`src/rtl/gblur_pkg.sv`:
```
// Shared types and constants for the 3x3 RGB Gaussian blur.
// Used by the control, datapath, queue and top modules of the block and by its testbench.
package gblur_pkg;

    localparam int WIDTH_BITS  = 11;
    localparam int HEIGHT_BITS = 16;
    localparam int CHAN_W      = 8;
    localparam int PIX_W       = 3 * CHAN_W;

    localparam logic [WIDTH_BITS-1:0]  WIDTH_RESET  = 11'd1024;
    localparam logic [HEIGHT_BITS-1:0] HEIGHT_RESET = 16'd768;

    // register index as decoded from paddr[2]
    localparam logic REG_WIDTH  = 1'b0;
    localparam logic REG_HEIGHT = 1'b1;

    localparam int OUTQ_DEPTH = 3;
    localparam int QCNT_W     = 2;

    typedef logic [PIX_W-1:0] pixel_t;  // red [7:0], green [15:8], blue [23:16]

    typedef enum logic {
        OP_PIXEL = 1'b0,
        OP_DRAIN = 1'b1
    } opcode_t;

    // control for the item in the read/compute stage
    typedef struct packed {
        logic   valid;
        logic   emit;        // item produces a result
        logic   right_edge;  // right column replicates the center column
        logic   left_center; // left column replicates the center column
        logic   last;        // result closes the frame
        logic   proc;        // item builds a new window column
        logic   use_mem;     // line stores hold rows above
        logic   top_is_mid;  // second row: top replicates middle
        logic   bot_pix;     // bottom row is the incoming pixel
        logic   wr;          // write the line stores back
        logic   fwd;         // previous item wrote the same entry
        pixel_t pix;
    } stage_t;

    typedef struct packed {
        pixel_t pix;
        logic   last;
    } out_item_t;

endpackage

```
`src/rtl/gblur_ctrl.sv`:
```
// Input stage: position counters, result sequencing and line store read issue.
// Depends on gblur_pkg.
module gblur_ctrl #(
    parameter int MAX_WIDTH = 1024
) (
    input  logic                                 clk,
    input  logic                                 rst_n,
    input  logic                                 restart,
    input  logic [gblur_pkg::WIDTH_BITS-1:0]     image_width,
    input  logic [gblur_pkg::HEIGHT_BITS-1:0]    image_height,
    input  logic                                 in_valid,
    input  gblur_pkg::opcode_t                   in_opcode,
    input  gblur_pkg::pixel_t                    in_pixel,
    output logic                                 in_ready,
    input  logic [gblur_pkg::QCNT_W-1:0]         q_count,
    output logic                                 rd_en,
    output logic [$clog2(MAX_WIDTH)-1:0]         rd_addr,
    output gblur_pkg::stage_t                    s1,
    output logic [$clog2(MAX_WIDTH)-1:0]         s1_addr
);

    localparam int COL_W = $clog2(MAX_WIDTH);
    localparam int CX_W  = COL_W + 1;
    localparam int WC_W  = (CX_W > gblur_pkg::WIDTH_BITS) ? CX_W : gblur_pkg::WIDTH_BITS;
    localparam int ROW_W = gblur_pkg::HEIGHT_BITS + 1;

    logic [ROW_W-1:0]                  in_row_reg, in_row_next;
    logic [COL_W-1:0]                  in_col_reg, in_col_next;
    logic [gblur_pkg::HEIGHT_BITS-1:0] out_row_reg, out_row_next;
    logic [COL_W-1:0]                  out_col_reg, out_col_next;
    gblur_pkg::stage_t                 s1_reg, s1_next;
    logic [COL_W-1:0]                  s1_addr_reg, s1_addr_next;

    logic [WC_W-1:0]                   width_ext;
    logic [CX_W-1:0]                   w_eff, w_m1;
    logic [gblur_pkg::HEIGHT_BITS-1:0] h_eff;
    logic [ROW_W-1:0]                  h_ext;
    logic [COL_W-1:0]                  ic;
    logic [CX_W-1:0]                   ic_inc, out_col_inc;
    logic [ROW_W-1:0]                  out_row_inc;
    logic accept, ignore, col_first, row_ge1, row_ge2, row_le_h, row_lt_h, row_eq1;
    logic edge_emit, finish, proc, emit, out_last, out_wrap, col_wrap;

    // effective frame size: zero counts as one, width capped at the line store depth
    always_comb
    begin
        width_ext = WC_W'(image_width);
        if (image_width == '0)
        begin
            w_eff = CX_W'(1);
        end
        else if (width_ext > WC_W'(MAX_WIDTH))
        begin
            w_eff = CX_W'(MAX_WIDTH);
        end
        else
        begin
            w_eff = CX_W'(image_width);
        end
        h_eff = (image_height == '0) ? gblur_pkg::HEIGHT_BITS'(1) : image_height;
    end

    assign h_ext  = {1'b0, h_eff};
    assign w_m1   = w_eff - CX_W'(1);
    assign ic     = ({1'b0, in_col_reg} >= w_eff) ? w_m1[COL_W-1:0] : in_col_reg;
    assign ic_inc = {1'b0, ic} + CX_W'(1);

    assign accept    = in_valid && in_ready;
    assign ignore    = (in_opcode == gblur_pkg::OP_DRAIN) != (in_row_reg >= h_ext);
    assign col_first = (ic == '0);
    assign row_ge1   = (in_row_reg != '0);
    assign row_ge2   = (in_row_reg >= ROW_W'(2));
    assign row_le_h  = (in_row_reg <= h_ext);
    assign row_lt_h  = (in_row_reg < h_ext);
    assign row_eq1   = (in_row_reg == ROW_W'(1));
    assign col_wrap  = (ic_inc >= w_eff);

    assign out_col_inc = {1'b0, out_col_reg} + CX_W'(1);
    assign out_row_inc = {1'b0, out_row_reg} + ROW_W'(1);
    assign out_wrap    = (out_col_inc >= w_eff);
    assign out_last    = (out_row_inc >= h_ext) && out_wrap;

    // row start: right edge result of the row before last
    assign edge_emit = !ignore && col_first && row_ge2;
    assign finish    = edge_emit && out_last;
    assign proc      = !ignore && !finish && row_le_h;
    assign emit      = edge_emit || (proc && !col_first && row_ge1);

    always_comb
    begin
        in_row_next  = in_row_reg;
        in_col_next  = in_col_reg;
        out_row_next = out_row_reg;
        out_col_next = out_col_reg;
        if (restart)
        begin
            in_row_next  = '0;
            in_col_next  = '0;
            out_row_next = '0;
            out_col_next = '0;
        end
        else if (accept)
        begin
            if (emit)
            begin
                if (out_last)
                begin
                    out_row_next = '0;
                    out_col_next = '0;
                end
                else if (out_wrap)
                begin
                    out_col_next = '0;
                    out_row_next = out_row_inc[gblur_pkg::HEIGHT_BITS-1:0];
                end
                else
                begin
                    out_col_next = out_col_inc[COL_W-1:0];
                end
            end
            if (!ignore)
            begin
                if (finish)
                begin
                    in_row_next = '0;
                    in_col_next = '0;
                end
                else if (col_wrap)
                begin
                    in_col_next = '0;
                    in_row_next = in_row_reg + ROW_W'(1);
                end
                else
                begin
                    in_col_next = ic_inc[COL_W-1:0];
                end
            end
        end
    end

    always_comb
    begin
        s1_next             = '0;
        s1_next.valid       = accept;
        s1_next.emit        = emit;
        s1_next.right_edge  = edge_emit;
        s1_next.left_center = (out_col_reg == '0);
        s1_next.last        = out_last;
        s1_next.proc        = proc;
        s1_next.use_mem     = row_ge1;
        s1_next.top_is_mid  = row_eq1;
        s1_next.bot_pix     = row_lt_h;
        s1_next.wr          = proc && row_lt_h;
        // the item now in the compute stage writes this entry in this cycle
        s1_next.fwd         = s1_reg.valid && s1_reg.wr && (s1_addr_reg == ic);
        s1_next.pix         = in_pixel;
        s1_addr_next        = accept ? ic : s1_addr_reg;
    end

    always_ff @(posedge clk or negedge rst_n)
    begin
        if (!rst_n)
        begin
            in_row_reg  <= '0;
            in_col_reg  <= '0;
            out_row_reg <= '0;
            out_col_reg <= '0;
            s1_reg      <= '0;
            s1_addr_reg <= '0;
        end
        else
        begin
            in_row_reg  <= in_row_next;
            in_col_reg  <= in_col_next;
            out_row_reg <= out_row_next;
            out_col_reg <= out_col_next;
            s1_reg      <= s1_next;
            s1_addr_reg <= s1_addr_next;
        end
    end

    // room for the item in flight plus one more
    assign in_ready = ({1'b0, q_count} + {2'b0, s1_reg.valid}) < 3'(gblur_pkg::OUTQ_DEPTH);
    assign rd_en    = accept && proc;
    assign rd_addr  = ic;
    assign s1       = s1_reg;
    assign s1_addr  = s1_addr_reg;

endmodule

```
`config.mk`:
```
export PLATFORM = sky130hd
export DESIGN_NAME = gblur_ctrl
export DESIGN_NICKNAME = d
export VERILOG_FILES = /design/src/rtl/gblur_pkg.sv /design/src/rtl/gblur_ctrl.sv
export SDC_FILE = /design/constraint.sdc
export NUM_CORES = 1
export LEC_CHECK = 0
export BUFFER_PORTS_ARGS = -buffer_cell sky130_fd_sc_hd__clkbuf_2
export CAP_MARGIN = 15
export CORE_UTILIZATION = 45
export DETAILED_ROUTE_END_ITERATION = 10
export PLACE_DENSITY = 0.76
export SETUP_SLACK_MARGIN = 0.5
export SKIP_LAST_GASP = 1
export SYNTH_ARGS = -nofsm -noshare
export SYNTH_HDL_FRONTEND = slang
export SYNTH_SLANG_ARGS = --single-unit
```
`constraint.sdc`:
```
create_clock -name clk -period 8.03 [get_ports clk]
set_input_delay 0.4015 -clock clk [delete_from_list [all_inputs] [get_ports clk]]
set_output_delay 0.4015 -clock clk [all_outputs]
set_load 0.02 [all_outputs]
```
After elaboration in Yosys (flattened, before gate mapping)
Cells that the tools add are included.

$add $sub $neg: 6. Multipliers: 0. Divide/modulo/power cells: 0. Magnitude comparators: 10. Equality and inequality tests: 4. Shifts and indexed selects: 0. Multiplexer cells: 24. Bitwise gates (word level): 0. Reductions and logical operators: 30.

Operators by type and width (number): 10-bit 2-to-1 mux (11); 16-bit 2-to-1 mux (6); 17-bit 2-to-1 mux (5); 17-bit by 16-bit greater-or-equal comparator with 1-bit output (2); 10-bit by 1-bit adder with 11-bit output (second input constant) (2); 11-bit greater-or-equal comparator (2); 11-bit 2-to-1 mux (2); 10-bit zero test (2); 16-bit by 1-bit adder with 17-bit output (second input constant) (1); 17-bit by 1-bit adder with 17-bit output (second input constant) (1); 17-bit by 1-bit equality test with 1-bit output (second input constant) (1); 17-bit by 2-bit greater-or-equal comparator with 1-bit output (second input constant) (1); 17-bit by 16-bit <= comparator with 1-bit output (1); 17-bit by 16-bit less-than comparator with 1-bit output (1); 17-bit nonzero test (1); 16-bit zero test (1); 1-bit logical AND (13); 10-bit by 11-bit greater-or-equal comparator with 1-bit output (1); 11-bit > comparator (second input constant) (1); 11-bit zero test (1); 10-bit equality test (1); 10-bit by 1-bit subtractor with 10-bit output (second input constant) (1); 3-bit AND reduction (2); 3-bit nonzero test (2); other kinds (8) (12).

Register bits after elaboration: 98. Bits in latches: 0. Bits in writable memories: 0. Memory bits (read-only): 0. Output and inout port bits: 57. Logic and storage cells: 91. Memories kept: 0.

Depth between registers and ports, before layout
Gate-level depths: netlist of run 1.

Depth after elaboration: 18. Depth in mapped cells: 25. Mapped depth without buffers: 23.

Worst setup path after synthesis of run 1
No wires, ideal clock.

Kind: input to register. Start point: in image_width[10] (netlist name). End point: reg in_row_reg[3]. Setup time: 82 ps. Arrival: 5103 ps. Required time: 7948 ps. Path slack: 2844 ps. Stages: 22. Buffers on the path: 1. Cells stage by stage: inv_1 clkbuf_1 nand2_1 ha_1 a21o_1 a2111oi_0 o211ai_1 nand2_1 a21oi_1 inv_1 ha_1 o21ai_0 xnor2_1 inv_1 ha_1 nand2_1 o21ai_0 a31oi_1 o21ai_0 nand2_1 or4b_2 a31oi_1.

Cells in the longest elaborated chain, start to end: 13.

RTL lines: from (decl) (RTL line gblur_ctrl.sv:9) `input logic [gblur_pkg::WIDTH_BITS-1:0] image_width,`; 11-bit > comparator (RTL line gblur_ctrl.sv:52) `else if (width_ext > WC_W'(MAX_WIDTH))`; 11-bit 2-to-1 mux (RTL line gblur_ctrl.sv:52); 11-bit 2-to-1 mux (*) (RTL line gblur_ctrl.sv:48) `if (image_width == '0)`; 10-bit by 1-bit subtractor with 10-bit output or 10-bit by 11-bit greater-or-equal comparator with 1-bit output (tied branches) (RTL line gblur_ctrl.sv:64, gblur_ctrl.sv:65); 10-bit 2-to-1 mux (*) (RTL line gblur_ctrl.sv:65) `assign ic = ({1'b0, in_col_reg} >= w_eff) ? w_m1[COL_W-1:0] : in_col_reg;`; net rd_addr[0] (RTL line gblur_ctrl.sv:17) `output logic [$clog2(MAX_WIDTH)-1:0] rd_addr,`; parallel branches: the longest is 8 deep, another holds 10-bit by 1-bit adder with 11-bit output; to (signal assigned) (RTL line gblur_ctrl.sv:173) `in_row_reg <= in_row_next;`; to (decl) (RTL line gblur_ctrl.sv:27) `logic [ROW_W-1:0] in_row_reg, in_row_next;`.

Mark *: on every way through the listed nets, which the timed path passes. The select of a mux whose other input is x is not followed. A chain may end at the register's enable or synchronous reset.

Worst setup path after layout of run 1
Start point: in image_width[10] (netlist name). End point: reg in_row_reg[3].

Cells in the longest elaborated chain, start to end: 13.

RTL lines (RTL line): 11-bit > comparator (gblur_ctrl.sv:52); 11-bit 2-to-1 mux (gblur_ctrl.sv:52); 11-bit 2-to-1 mux (*) (gblur_ctrl.sv:48); parallel branches: the longest is 10 deep, another holds 10-bit by 1-bit adder with 11-bit output.

Mark *: on every way between the ends. The select of a mux whose other input is x is not followed.

==> impl.org, run 1 <==
** Status
- Result of the run :: complete, no violations

** Timing
- The worst pin sits at a relative slew slack of 42.7%.
- Setup violations remaining at the end of the flow were counted as 0.
- Unrepaired setup endpoints after global routing :: false
- Dividing the final minimum period by the clock period gives 71.0%.
- Highest clock frequency the design can meet :: about 180 MHz
- On the final layout, the worst clock skew is 9.07 ps.
- At the pin with the least slew margin, the transition time is 859 ps.
- Hold Vio Cnt, Final :: 0
- The final number of max-transition violations is 0.
- In the post-route analysis, the smallest setup slack over all paths is 2330 ps.
- Post-layout min period :: 5700 ps
- Worst slack on hold paths :: 146 ps
- For the final routed database, the setup TNS stands at 0 ps.

** Power and ir drop
- Across the VDD grid, the largest voltage drop is 0.108 mV.
- Pwr Density :: 140 nW/um^2
- The analysis attributes to cell leakage a power of 4.06 nW.
- Total power after layout :: 1.15 mW

** Cells and area
- Synth-to-layout area growth :: 15.0%
- The number of antenna diodes in the final layout is 0.
- The post-route netlist has approximately 18% of its cells at a drive strength greater than 1.
- Post-route cell area :: 8220 um^2
- At the end of the flow, the number of nets in the layout was approximately 1000.
- The register with the most flip-flops in the layout has 35 of them.
- Filler Cell Count :: 1405

** Placement
- Final Wtd Congestion :: between 0.9 and 1
- Area post-placement :: slightly below 8000 um^2
- Final HPWL DP :: 14300 um
- During placement, the flow inserted port buffers numbering 114.
- Pre-CTS worst setup slack :: 2000 ps

** Logic synthesis
- The number of nets in the synthesized netlist is 936.
- Area of the mapped netlist :: around 7200 um^2
- Of all cell types, the one taking the most synthesized area is sky130_fd_sc_hd__dfrtp_1.
- Share of the synthesized area in the top cell type :: 34.3%
- Counting every instance in the synthesized netlist gives 803.
- For this run, asynchronously set or reset flops after synthesis account for between 90% and 100%.
- Post-synth EDFFs :: 0
- Among all flip-flop cells after synthesis, the most frequent one is sky130_fd_sc_hd__dfrtp_1.
- The synthesized design contains between 90 and 100 register bits.
- Number of unique standard cell types used by synthesis :: 70
- Leading post-synthesis cells by cell area :: sky130_fd_sc_hd__dfrtp_1 (34%), sky130_fd_sc_hd__ha_1 (13%), sky130_fd_sc_hd__nand2_1 (4.1%), sky130_fd_sc_hd__xnor2_1 (3.8%), sky130_fd_sc_hd__inv_1 (3.7%)
- Mapped Avg Cell Area :: 8.90 um^2
- Syn. warnings :: 0
- Part of the Yosys area used for sequential elements :: 34.3%

** Die
- Full die area :: 16400 um^2
- Number of placement rows :: 45
- Initial cell density of the core :: 46.5%
- The core region is 15400 um^2.
- The die is 128 um wide.
- Die height :: 128 um
- 115 I/O pins were placed.

** Clocking
- Clock slew seen by the registers of the worst setup and hold paths :: 80 ps
- TritonCTS buffer count :: 9
- Once the clock tree was built, the resizer swapped 0 gates to a different size.
- For the worst-skew pair, the clock arrives at the later sink with an insertion delay of 360 ps.
- Clock Path Buffers :: 2
- Max H-tree Level :: 3
- Clock net sink count :: 98
- The tree is rooted in a sky130_fd_sc_hd__clkbuf_16.
- Clock tree from TritonCTS :: done

** Worst setup path
- Sequence of cells on the critical path :: clkbuf_2 -> inv_1 -> nand2_1 -> ha_1 -> a21o_1 -> a2111oi_0 -> o211ai_1 -> nand2_1 -> a21oi_1 -> inv_1 -> ha_1 -> o21ai_0 -> xnor2_1 -> inv_1 -> ha_1 -> nand2_1 -> o21ai_0 -> a31oi_1 -> o21ai_0 -> nand2_1 -> or4b_2 -> a31oi_1
- Cell with the largest stage delay on the worst path :: sky130_fd_sc_hd__or4b_2
- The worst setup path is launched from a primary input.
- Req. time, crit path :: 8300 ps
- Largest fanout on the critical path :: 14
- Most used cell, CP :: sky130_fd_sc_hd__nand2_1
- For the worst setup path, the data arrival time is 5970 ps.
- Counting both buffers and inverters, the worst setup path holds a total of 4.
- Start-to-end type of the worst setup path :: in2reg
- The worst setup path is captured at a flip-flop.
- Family with the most delay on the worst path :: compound AO/OA/AOI/OAI gates
- Delay of the slowest cell on the worst path :: between 600 and 700 ps

** Routing
- In this run the remaining antenna-violating nets after routing total 0.
- Number of vias per cell :: 5.89
- Total via count in the routed design :: 6599
- Dividing the detail-routed wire length by the instance count gives ~17 um.
- For this run, the detailed router's first-pass iteration total came to 5.
- For this block, the routed nets add up to 18800 um of wire.
- Final routed DRC violation total :: 0
- Count of routing violations after the opening detailed-route iteration :: 674

** Global route
- The first global-routing pass estimated 30700 um of wire.
- Entering global routing, the biggest net connects 67 pins.
- The initial antenna violation count was 0.
- Vias in the first global route :: 6117
- Global router's overall resource usage :: 23.7%
- Remaining global-route overflow :: 0

** Run
- Max_cap viols :: 0

** Hold path
- The path class of the tightest hold or removal check is in2reg.
power breakdown:
| part | leakage, nW | internal (mW) | total, mW | switching (mW) |
|---|---|---|---|---|
| Combinational | 2.61 | 0.0638 | 0.192 | 0.128 |
| Clock | 0.151 | 0.223 | 0.442 | 0.218 |
| Sequential | 1.29 | 0.506 | 0.514 | 0.00800 |
cell usage in the layout, fill, tap and decap left out, types with 7 or more instances in the layout:
cell type	n
sky130_fd_sc_hd__clkbuf_2	113
sky130_fd_sc_hd__dfrtp_1	98
sky130_fd_sc_hd__nand2_1	79
sky130_fd_sc_hd__ha_1	75
sky130_fd_sc_hd__inv_1	70
sky130_fd_sc_hd__nand3_1	40
sky130_fd_sc_hd__nor2_1	39
sky130_fd_sc_hd__o21ai_0	36
sky130_fd_sc_hd__a21oi_1	34
sky130_fd_sc_hd__xnor2_1	31
sky130_fd_sc_hd__nor4_1	21
sky130_fd_sc_hd__nor3_1	20
sky130_fd_sc_hd__xor2_1	17
sky130_fd_sc_hd__a211o_1	16
sky130_fd_sc_hd__and3_1	15
sky130_fd_sc_hd__nand4_1	14
sky130_fd_sc_hd__mux2i_1	12
sky130_fd_sc_hd__or4_1	11
sky130_fd_sc_hd__a31oi_1	10
sky130_fd_sc_hd__a21o_1	9
sky130_fd_sc_hd__o21a_1	9
sky130_fd_sc_hd__clkbuf_16	9
sky130_fd_sc_hd__or3_1	7
worst register-to-register path, cell delays in order (launching register included):
cell and delay, ps:
sky130_fd_sc_hd__dfrtp_1 450, sky130_fd_sc_hd__ha_1 340, sky130_fd_sc_hd__a21o_1 150, sky130_fd_sc_hd__a2111oi_0 610, sky130_fd_sc_hd__o211ai_1 290, sky130_fd_sc_hd__nand2_1 340, sky130_fd_sc_hd__a21oi_1 170, sky130_fd_sc_hd__inv_1 150
sky130_fd_sc_hd__ha_1 240, sky130_fd_sc_hd__o21ai_0 130, sky130_fd_sc_hd__xnor2_1 210, sky130_fd_sc_hd__inv_1 70, sky130_fd_sc_hd__ha_1 290, sky130_fd_sc_hd__nand2_1 50, sky130_fd_sc_hd__o21ai_0 140, sky130_fd_sc_hd__a31oi_1 120
sky130_fd_sc_hd__o21ai_0 540, sky130_fd_sc_hd__nand2_1 160, sky130_fd_sc_hd__or4b_2 650, sky130_fd_sc_hd__a31oi_1 180
layer usage:
| layer | global-route usage, % | wire [um] | vias up |
|---|---|---|---|
| met5 | 0 | 0 | - |
| met3 | 3.96 | 1290 | 26 |
| met1 | 33.1 | 8560 | 3128 |
| li1 | - | - | 3158 |
| met2 | 37.5 | 8610 | 287 |
| met4 | 7.68 | 330 | 0 |
path summary, 6_finish.rpt:
path,start,end,slack [ps],cells after the start
worst max-delay path,image_width[10],in_row_reg[3]$_DFFE_PN0P_,2330,22
worst min-delay path,in_pixel[12],s1[12]$_DFF_PN0_,150,1
worst max register to register,in_col_reg[6]$_DFFE_PN0P_,in_row_reg[3]$_DFFE_PN0P_,2680,19
worst min register to register,s1_addr[7]$_DFFE_PN0P_,s1_addr[7]$_DFFE_PN0P_,540,2
max in group asynchronous,rst_n,s1[32]$_DFF_PN0_,6310,3
min in group asynchronous,rst_n,s1[3]$_DFF_PN0_,520,2
per-stage QoR:
step | utilization, % | std cells
detailed placement | 51.4 | 1104
global placement | 51.4 | 1104
finish | 53.5 | 1121
CTS | 53.5 | 1121
floorplan | - | 803
global route | 53.5 | 1121
synth_stat cells (7+ instances only):
library cell	n
sky130_fd_sc_hd__dfrtp_1	98
sky130_fd_sc_hd__nand2_1	79
sky130_fd_sc_hd__ha_1	75
sky130_fd_sc_hd__inv_1	70
sky130_fd_sc_hd__nand3_1	40
sky130_fd_sc_hd__nor2_1	39
sky130_fd_sc_hd__o21ai_0	36
sky130_fd_sc_hd__a21oi_1	34
sky130_fd_sc_hd__xnor2_1	31
sky130_fd_sc_hd__nor4_1	21
sky130_fd_sc_hd__nor3_1	20
sky130_fd_sc_hd__clkbuf_1	18
sky130_fd_sc_hd__xor2_1	17
sky130_fd_sc_hd__a211o_1	16
sky130_fd_sc_hd__and3_1	15
sky130_fd_sc_hd__nand4_1	14
sky130_fd_sc_hd__mux2i_1	12
sky130_fd_sc_hd__or4_1	11
sky130_fd_sc_hd__a31oi_1	10
sky130_fd_sc_hd__a21o_1	9
sky130_fd_sc_hd__o21a_1	9
sky130_fd_sc_hd__buf_2	8
sky130_fd_sc_hd__or3_1	7
cell type report:
cell class / instances / area (um^2) / area share [%]
Multi-Input combinational cell: 605 / 4310 / 52.5
Sequential cell: 98 / 2450 / 29.8
Timing Repair Buffer: 120 / 621 / 7.55
Inverter: 71 / 267 / 3.24
Tap cell: 211 / 264 / 3.21
Clock buffer: 9 / 225 / 2.74
Clock inverter: 7 / 78.8 / 0.959
timing repair:
action,CTS,global route
hold buffers,1,0
setup buffers,0,0
endpoints found under the hold margin,32,0
kinds of logic after synthesis:
kind of cell | after synthesis | synth area share (%)
xor gates and xnor gates | 48 | 5.88
buffers and inverters | 100 | 5.49
adders and majority gates | 75 | 13.1
muxes | 15 | 2.15
DFF | 98 | 34.3
AOI/OAI and AO/OA | 178 | 17.4
and+or+nand+nor | 289 | 21.6
(Power assumes the default switching activity.)
==> run 2: changes to the inputs <==
PLACE_DENSITY = 0.78   (was 0.76)
clock period = 5.09 ns   (was 8.03 ns; I/O delays follow)
==> run 2 against run 1 <==
Effect of this change: clock skew increased by 1.8 ps; final cell count increased by 3.7%; via count grew 3.2%; total power up 63%; sequential power up 58%.
==> impl.org, run 2 (same netlist as run 1, synthesis figures left out) <==
** Die
- The die area is 16400 um^2 (unchanged).
- The number of top-level pins came to 115 (unchanged).
- The die extent in y was 128 um (unchanged).
- Core Box Area :: 15400 um^2 (unchanged)
- The row count came to 45 (unchanged).
- The die outline width came to 128 um (unchanged).
- The initial core utilization was 46.5% (unchanged).

** Worst setup path
- The arrival time reported for the critical path endpoint came to 4720 ps (-1250 ps).
- R2r worst-path depth :: 19 (unchanged)
- STA classifies the critical path endpoint as a flip-flop.
- Among all stages on the critical path, the largest delay is contributed by sky130_fd_sc_hd__or4b_2.
- Largest fanout on the critical path :: 7 (-7)
- The number of buffer and inverter instances along the worst setup path came to 3 (-1).
- Register-to-Register Setup Slack :: 650 ps (-2030 ps)
- Delay of the slowest cell on the worst path :: 610 ps (-40 ps)
- Start-to-end type of the worst setup path :: in2reg
- On the critical path the largest part of the delay comes from compound AO/OA/AOI/OAI gates.
- Traced cell by cell, the critical path runs through clkbuf_2 -> nor4_4 -> a31oi_1 -> or2_1 -> inv_1 -> ha_1 -> nand2b_1 -> a31oi_4 -> o211a_4 -> o21ai_1 -> o21ai_1 -> ha_2 -> o21ai_0 -> xnor2_1 -> inv_1 -> ha_1 -> nand2_1 -> o21ai_2 -> a31oi_4 -> o21ai_2 -> nand2_1 -> or4b_2 -> a31oi_1.
- The startpoint identified for the worst register-to-register timing path is in_col_reg[6]$_DFFE_PN0P_.
- Worst r2r dst :: in_row_reg[3]$_DFFE_PN0P_
- Req. time, crit path :: 5360 ps (-2940 ps)
- The worst setup path is launched from a primary input.

** Placement
- The HPWL reported at the end of detailed placement was 14200 um (about the same).
- The cell area after placement was 8060 um^2 (+1.9%).
- Post-placement cell count :: 1122 (+1.6%)
- The post-placement setup slack was 112 ps (-1890 ps).
- The routability-driven placement congestion ratio was 0.978 (+4.7%).
- The count of buffers from port buffering is 114 (unchanged).

** Routing
- Count of routing violations after the opening detailed-route iteration :: 464 (-31%)
- The sum of routed wire length over all layers came to 19700 um (+5.0%).
- The number of vias per cell is 5.85 (-0.54%).
- The average wire length per cell after detail routing came to 16.9 um (+1.2%).
- The number of detailed-routing iterations run before antenna repair is 5 (unchanged).
- Post-detailed-route count of antenna-violating nets :: 0 (unchanged)
- The DRC violation count after routing was 0 (unchanged).
- Total via count in the routed design :: 6809 (+3.2%)

** Hold path
- The worst hold path begins at in_pixel[9].
- Type of the tightest min-delay check :: in2reg
- Hold path depth :: 1 (unchanged)
- The path with the worst hold slack has its endpoint at s1[9]$_DFF_PN0_.

** Cells and area
- Filler Cell Count :: 1330 (-5.3%)
- Ratio of cells with drive above 1 in the final layout :: 21.7% (+3.8 points)
- The number of standard cells in the final layout excluding fillers came to 1163 (+3.7%).
- Inserted Diodes :: 0 (unchanged)
- Post-route cell area :: 8710 um^2 (+5.9%)
- Number of nets in the finished design :: 1080 (+4.0%)
- Commonest cells after routing, fill and taps aside :: sky130_fd_sc_hd__clkbuf_2 (111), sky130_fd_sc_hd__dfrtp_1 (98), sky130_fd_sc_hd__nand2_1 (77)
- Number of flip-flops in the largest register :: 35 (unchanged)
- Most common library cell in the layout ignoring fill and taps :: sky130_fd_sc_hd__clkbuf_2
- The area growth from synthesis to layout is 21.8%.

** Timing
- Slew headroom :: 48.7% (+6.0 points)
- Post-layout min period :: between 4000 and 5000 ps
- Unrepaired setup endpoints after global routing :: true
- The final-report hold violation count is 0 (unchanged).
- Highest clock frequency the design can meet :: 225 MHz
- Largest clock skew in the final design :: 10.9 ps (+1.79 ps)
- The minimum setup slack in the final design came to 642 ps (-1690 ps).
- Post-Route Setup TNS :: 0 ps (unchanged)
- Number of failing setup endpoints in the final timing report :: 0 (unchanged)
- The final critical path takes up 87.4% of the cycle.
- The transition time at the pin with the least slew margin was 767 ps (-92.3 ps).
- The final number of max-transition violations was 0 (unchanged).

** Clocking
- The buffer levels on the longest clock path came to 2 (unchanged).
- Max H-tree Level :: 3 (unchanged)
- The total clock buffers created by CTS came to 9 (unchanged).
- The tree is rooted in a sky130_fd_sc_hd__clkbuf_16.
- The clock latency on the worst-skew pair was 350 ps (about the same).
- The clock sink count is 98 (unchanged).
- The clock slew at the register clock pins of the worst setup and hold paths came to 80 ps (about the same).
- Clock tree from TritonCTS :: done

** Power and ir drop
- The net switching fraction of the power is 31.4% (+0.51 points).
- The power dissipated by switching net loads is 586 uW (+65%).
- Pwr Density :: 214 nW/um^2 (+54%)
- The worst ir drop on vdd was 0.217 mV (+100%).
- The power share of the combinational group came to 18.7% (+2.0 points).
- Leakage Power :: 4.25 nW (+4.6%)
- Internal power summed over all cells :: 1.28 mW (+62%)
- Relative contribution of the clock network to total power :: 37.9% (-0.6 points)
- The fraction of power consumed by sequential logic came to 43.5% (-1.3 points).

** Global route
- The initial antenna violation count is 0 (unchanged).
- Vias in the first global route :: 6354 (+3.9%)
- The global-route wire length before repair is 31500 um (+2.5%).
- The combined global-route utilization of all metal layers came to 24.2% (+0.42 points).
- The pin count of the biggest net entering global routing came to 55 (-18%).
- The global route total overflow was 0 (unchanged).

** Status
- Result of the run :: complete, no violations

** Run
- The number of max-cap violations was 0 (unchanged).
## run 2: cell count changes in the layout (fill, tap and decap cells not counted), moves of 3 or more
cell / previous run / this run
sky130_fd_sc_hd__buf_4: 6 / 28
sky130_fd_sc_hd__dlygate4sd3_1: 1 / 20
sky130_fd_sc_hd__o21ai_0: 36 / 32
sky130_fd_sc_hd__a31oi_1: 10 / 7
sky130_fd_sc_hd__ha_1: 75 / 72
## run 2: cell type report
class / instances / area [um^2] / share of cell area (%)
multi-input combinational: 605 / 4430 / 50.9
sequential: 98 / 2450 / 28.2
timing repair buffer: 162 / 987 / 11.3
inverter: 71 / 267 / 3.06
tap: 211 / 264 / 3.03
clock buffer: 9 / 225 / 2.59
clock inverter: 7 / 81.3 / 0.934
## run 2: layer usage
metal  GRT usage [%]  vias to the layer above  share of wire (%)
met5               0                        -                  0
met4            7.89                        0                2.1
met3            3.01                       31                5.6
met2            39.5                      264                 47
met1            33.2                     3276                 45
li1                -                     3238                  -
## run 2: power groups by stage
stage          logic (mW)  registers [mW]  clock network, mW
6_report            0.349           0.811              0.707
5_1_grt             0.380           0.813              0.744
4_1_cts             0.324           0.811              0.716
3_5_place_dp        0.310           0.826                  0
3_3_place_gp        0.307           0.826                  0
2_1_floorplan       0.159           0.848                  0
## run 2: metrics by stage
step                hold WS (ps)  util (%)  total power, mW
floorplan                  -41.1         -             1.01
global placement             283      52.4             1.13
detailed placement           284      52.4             1.14
CTS                        0.505      55.5             1.85
global route                6.90      56.7             1.94
finish                      6.05      56.7             1.87
## run 2: timing repair
item,4_1_cts,5_1_grt
buffers inserted,1,4
hold endpoints to repair,59,4
hold buffers,16,4
resized for setup,1,24
pin swaps,1,14
endpoints found under the setup margin,1,27
## run 2: how the worst max path moves through the flow
stage              startpoint                         to  slack [ps]  cells after the start
6_report       image_width[7]  in_row_reg[3]$_DFFE_PN0P_         640                     23
5_1_grt        image_width[7]  in_row_reg[3]$_DFFE_PN0P_         430                     23
4_1_cts        image_width[6]  in_row_reg[3]$_DFFE_PN0P_         550                     23
3_5_place_dp   image_width[6]  in_row_reg[3]$_DFFE_PN0P_         110                     24
3_3_place_gp   image_width[6]  in_row_reg[3]$_DFFE_PN0P_         240                     23
2_1_floorplan  image_width[6]  in_row_reg[3]$_DFFE_PN0P_         510                     24
## run 2: worst register-to-register path: stages, from the launching register on
cell and delay, ps:
sky130_fd_sc_hd__dfrtp_1 440, sky130_fd_sc_hd__ha_1 330, sky130_fd_sc_hd__a21o_1 150, sky130_fd_sc_hd__a2111oi_0 390
sky130_fd_sc_hd__buf_4 200, sky130_fd_sc_hd__o211a_4 210, sky130_fd_sc_hd__o21ai_1 110, sky130_fd_sc_hd__o21ai_1 130
sky130_fd_sc_hd__ha_2 250, sky130_fd_sc_hd__o21ai_0 130, sky130_fd_sc_hd__xnor2_1 200, sky130_fd_sc_hd__inv_1 70
sky130_fd_sc_hd__ha_1 300, sky130_fd_sc_hd__nand2_1 70, sky130_fd_sc_hd__o21ai_2 190, sky130_fd_sc_hd__a31oi_4 120
sky130_fd_sc_hd__o21ai_2 200, sky130_fd_sc_hd__nand2_1 100, sky130_fd_sc_hd__or4b_2 610, sky130_fd_sc_hd__a31oi_1 170
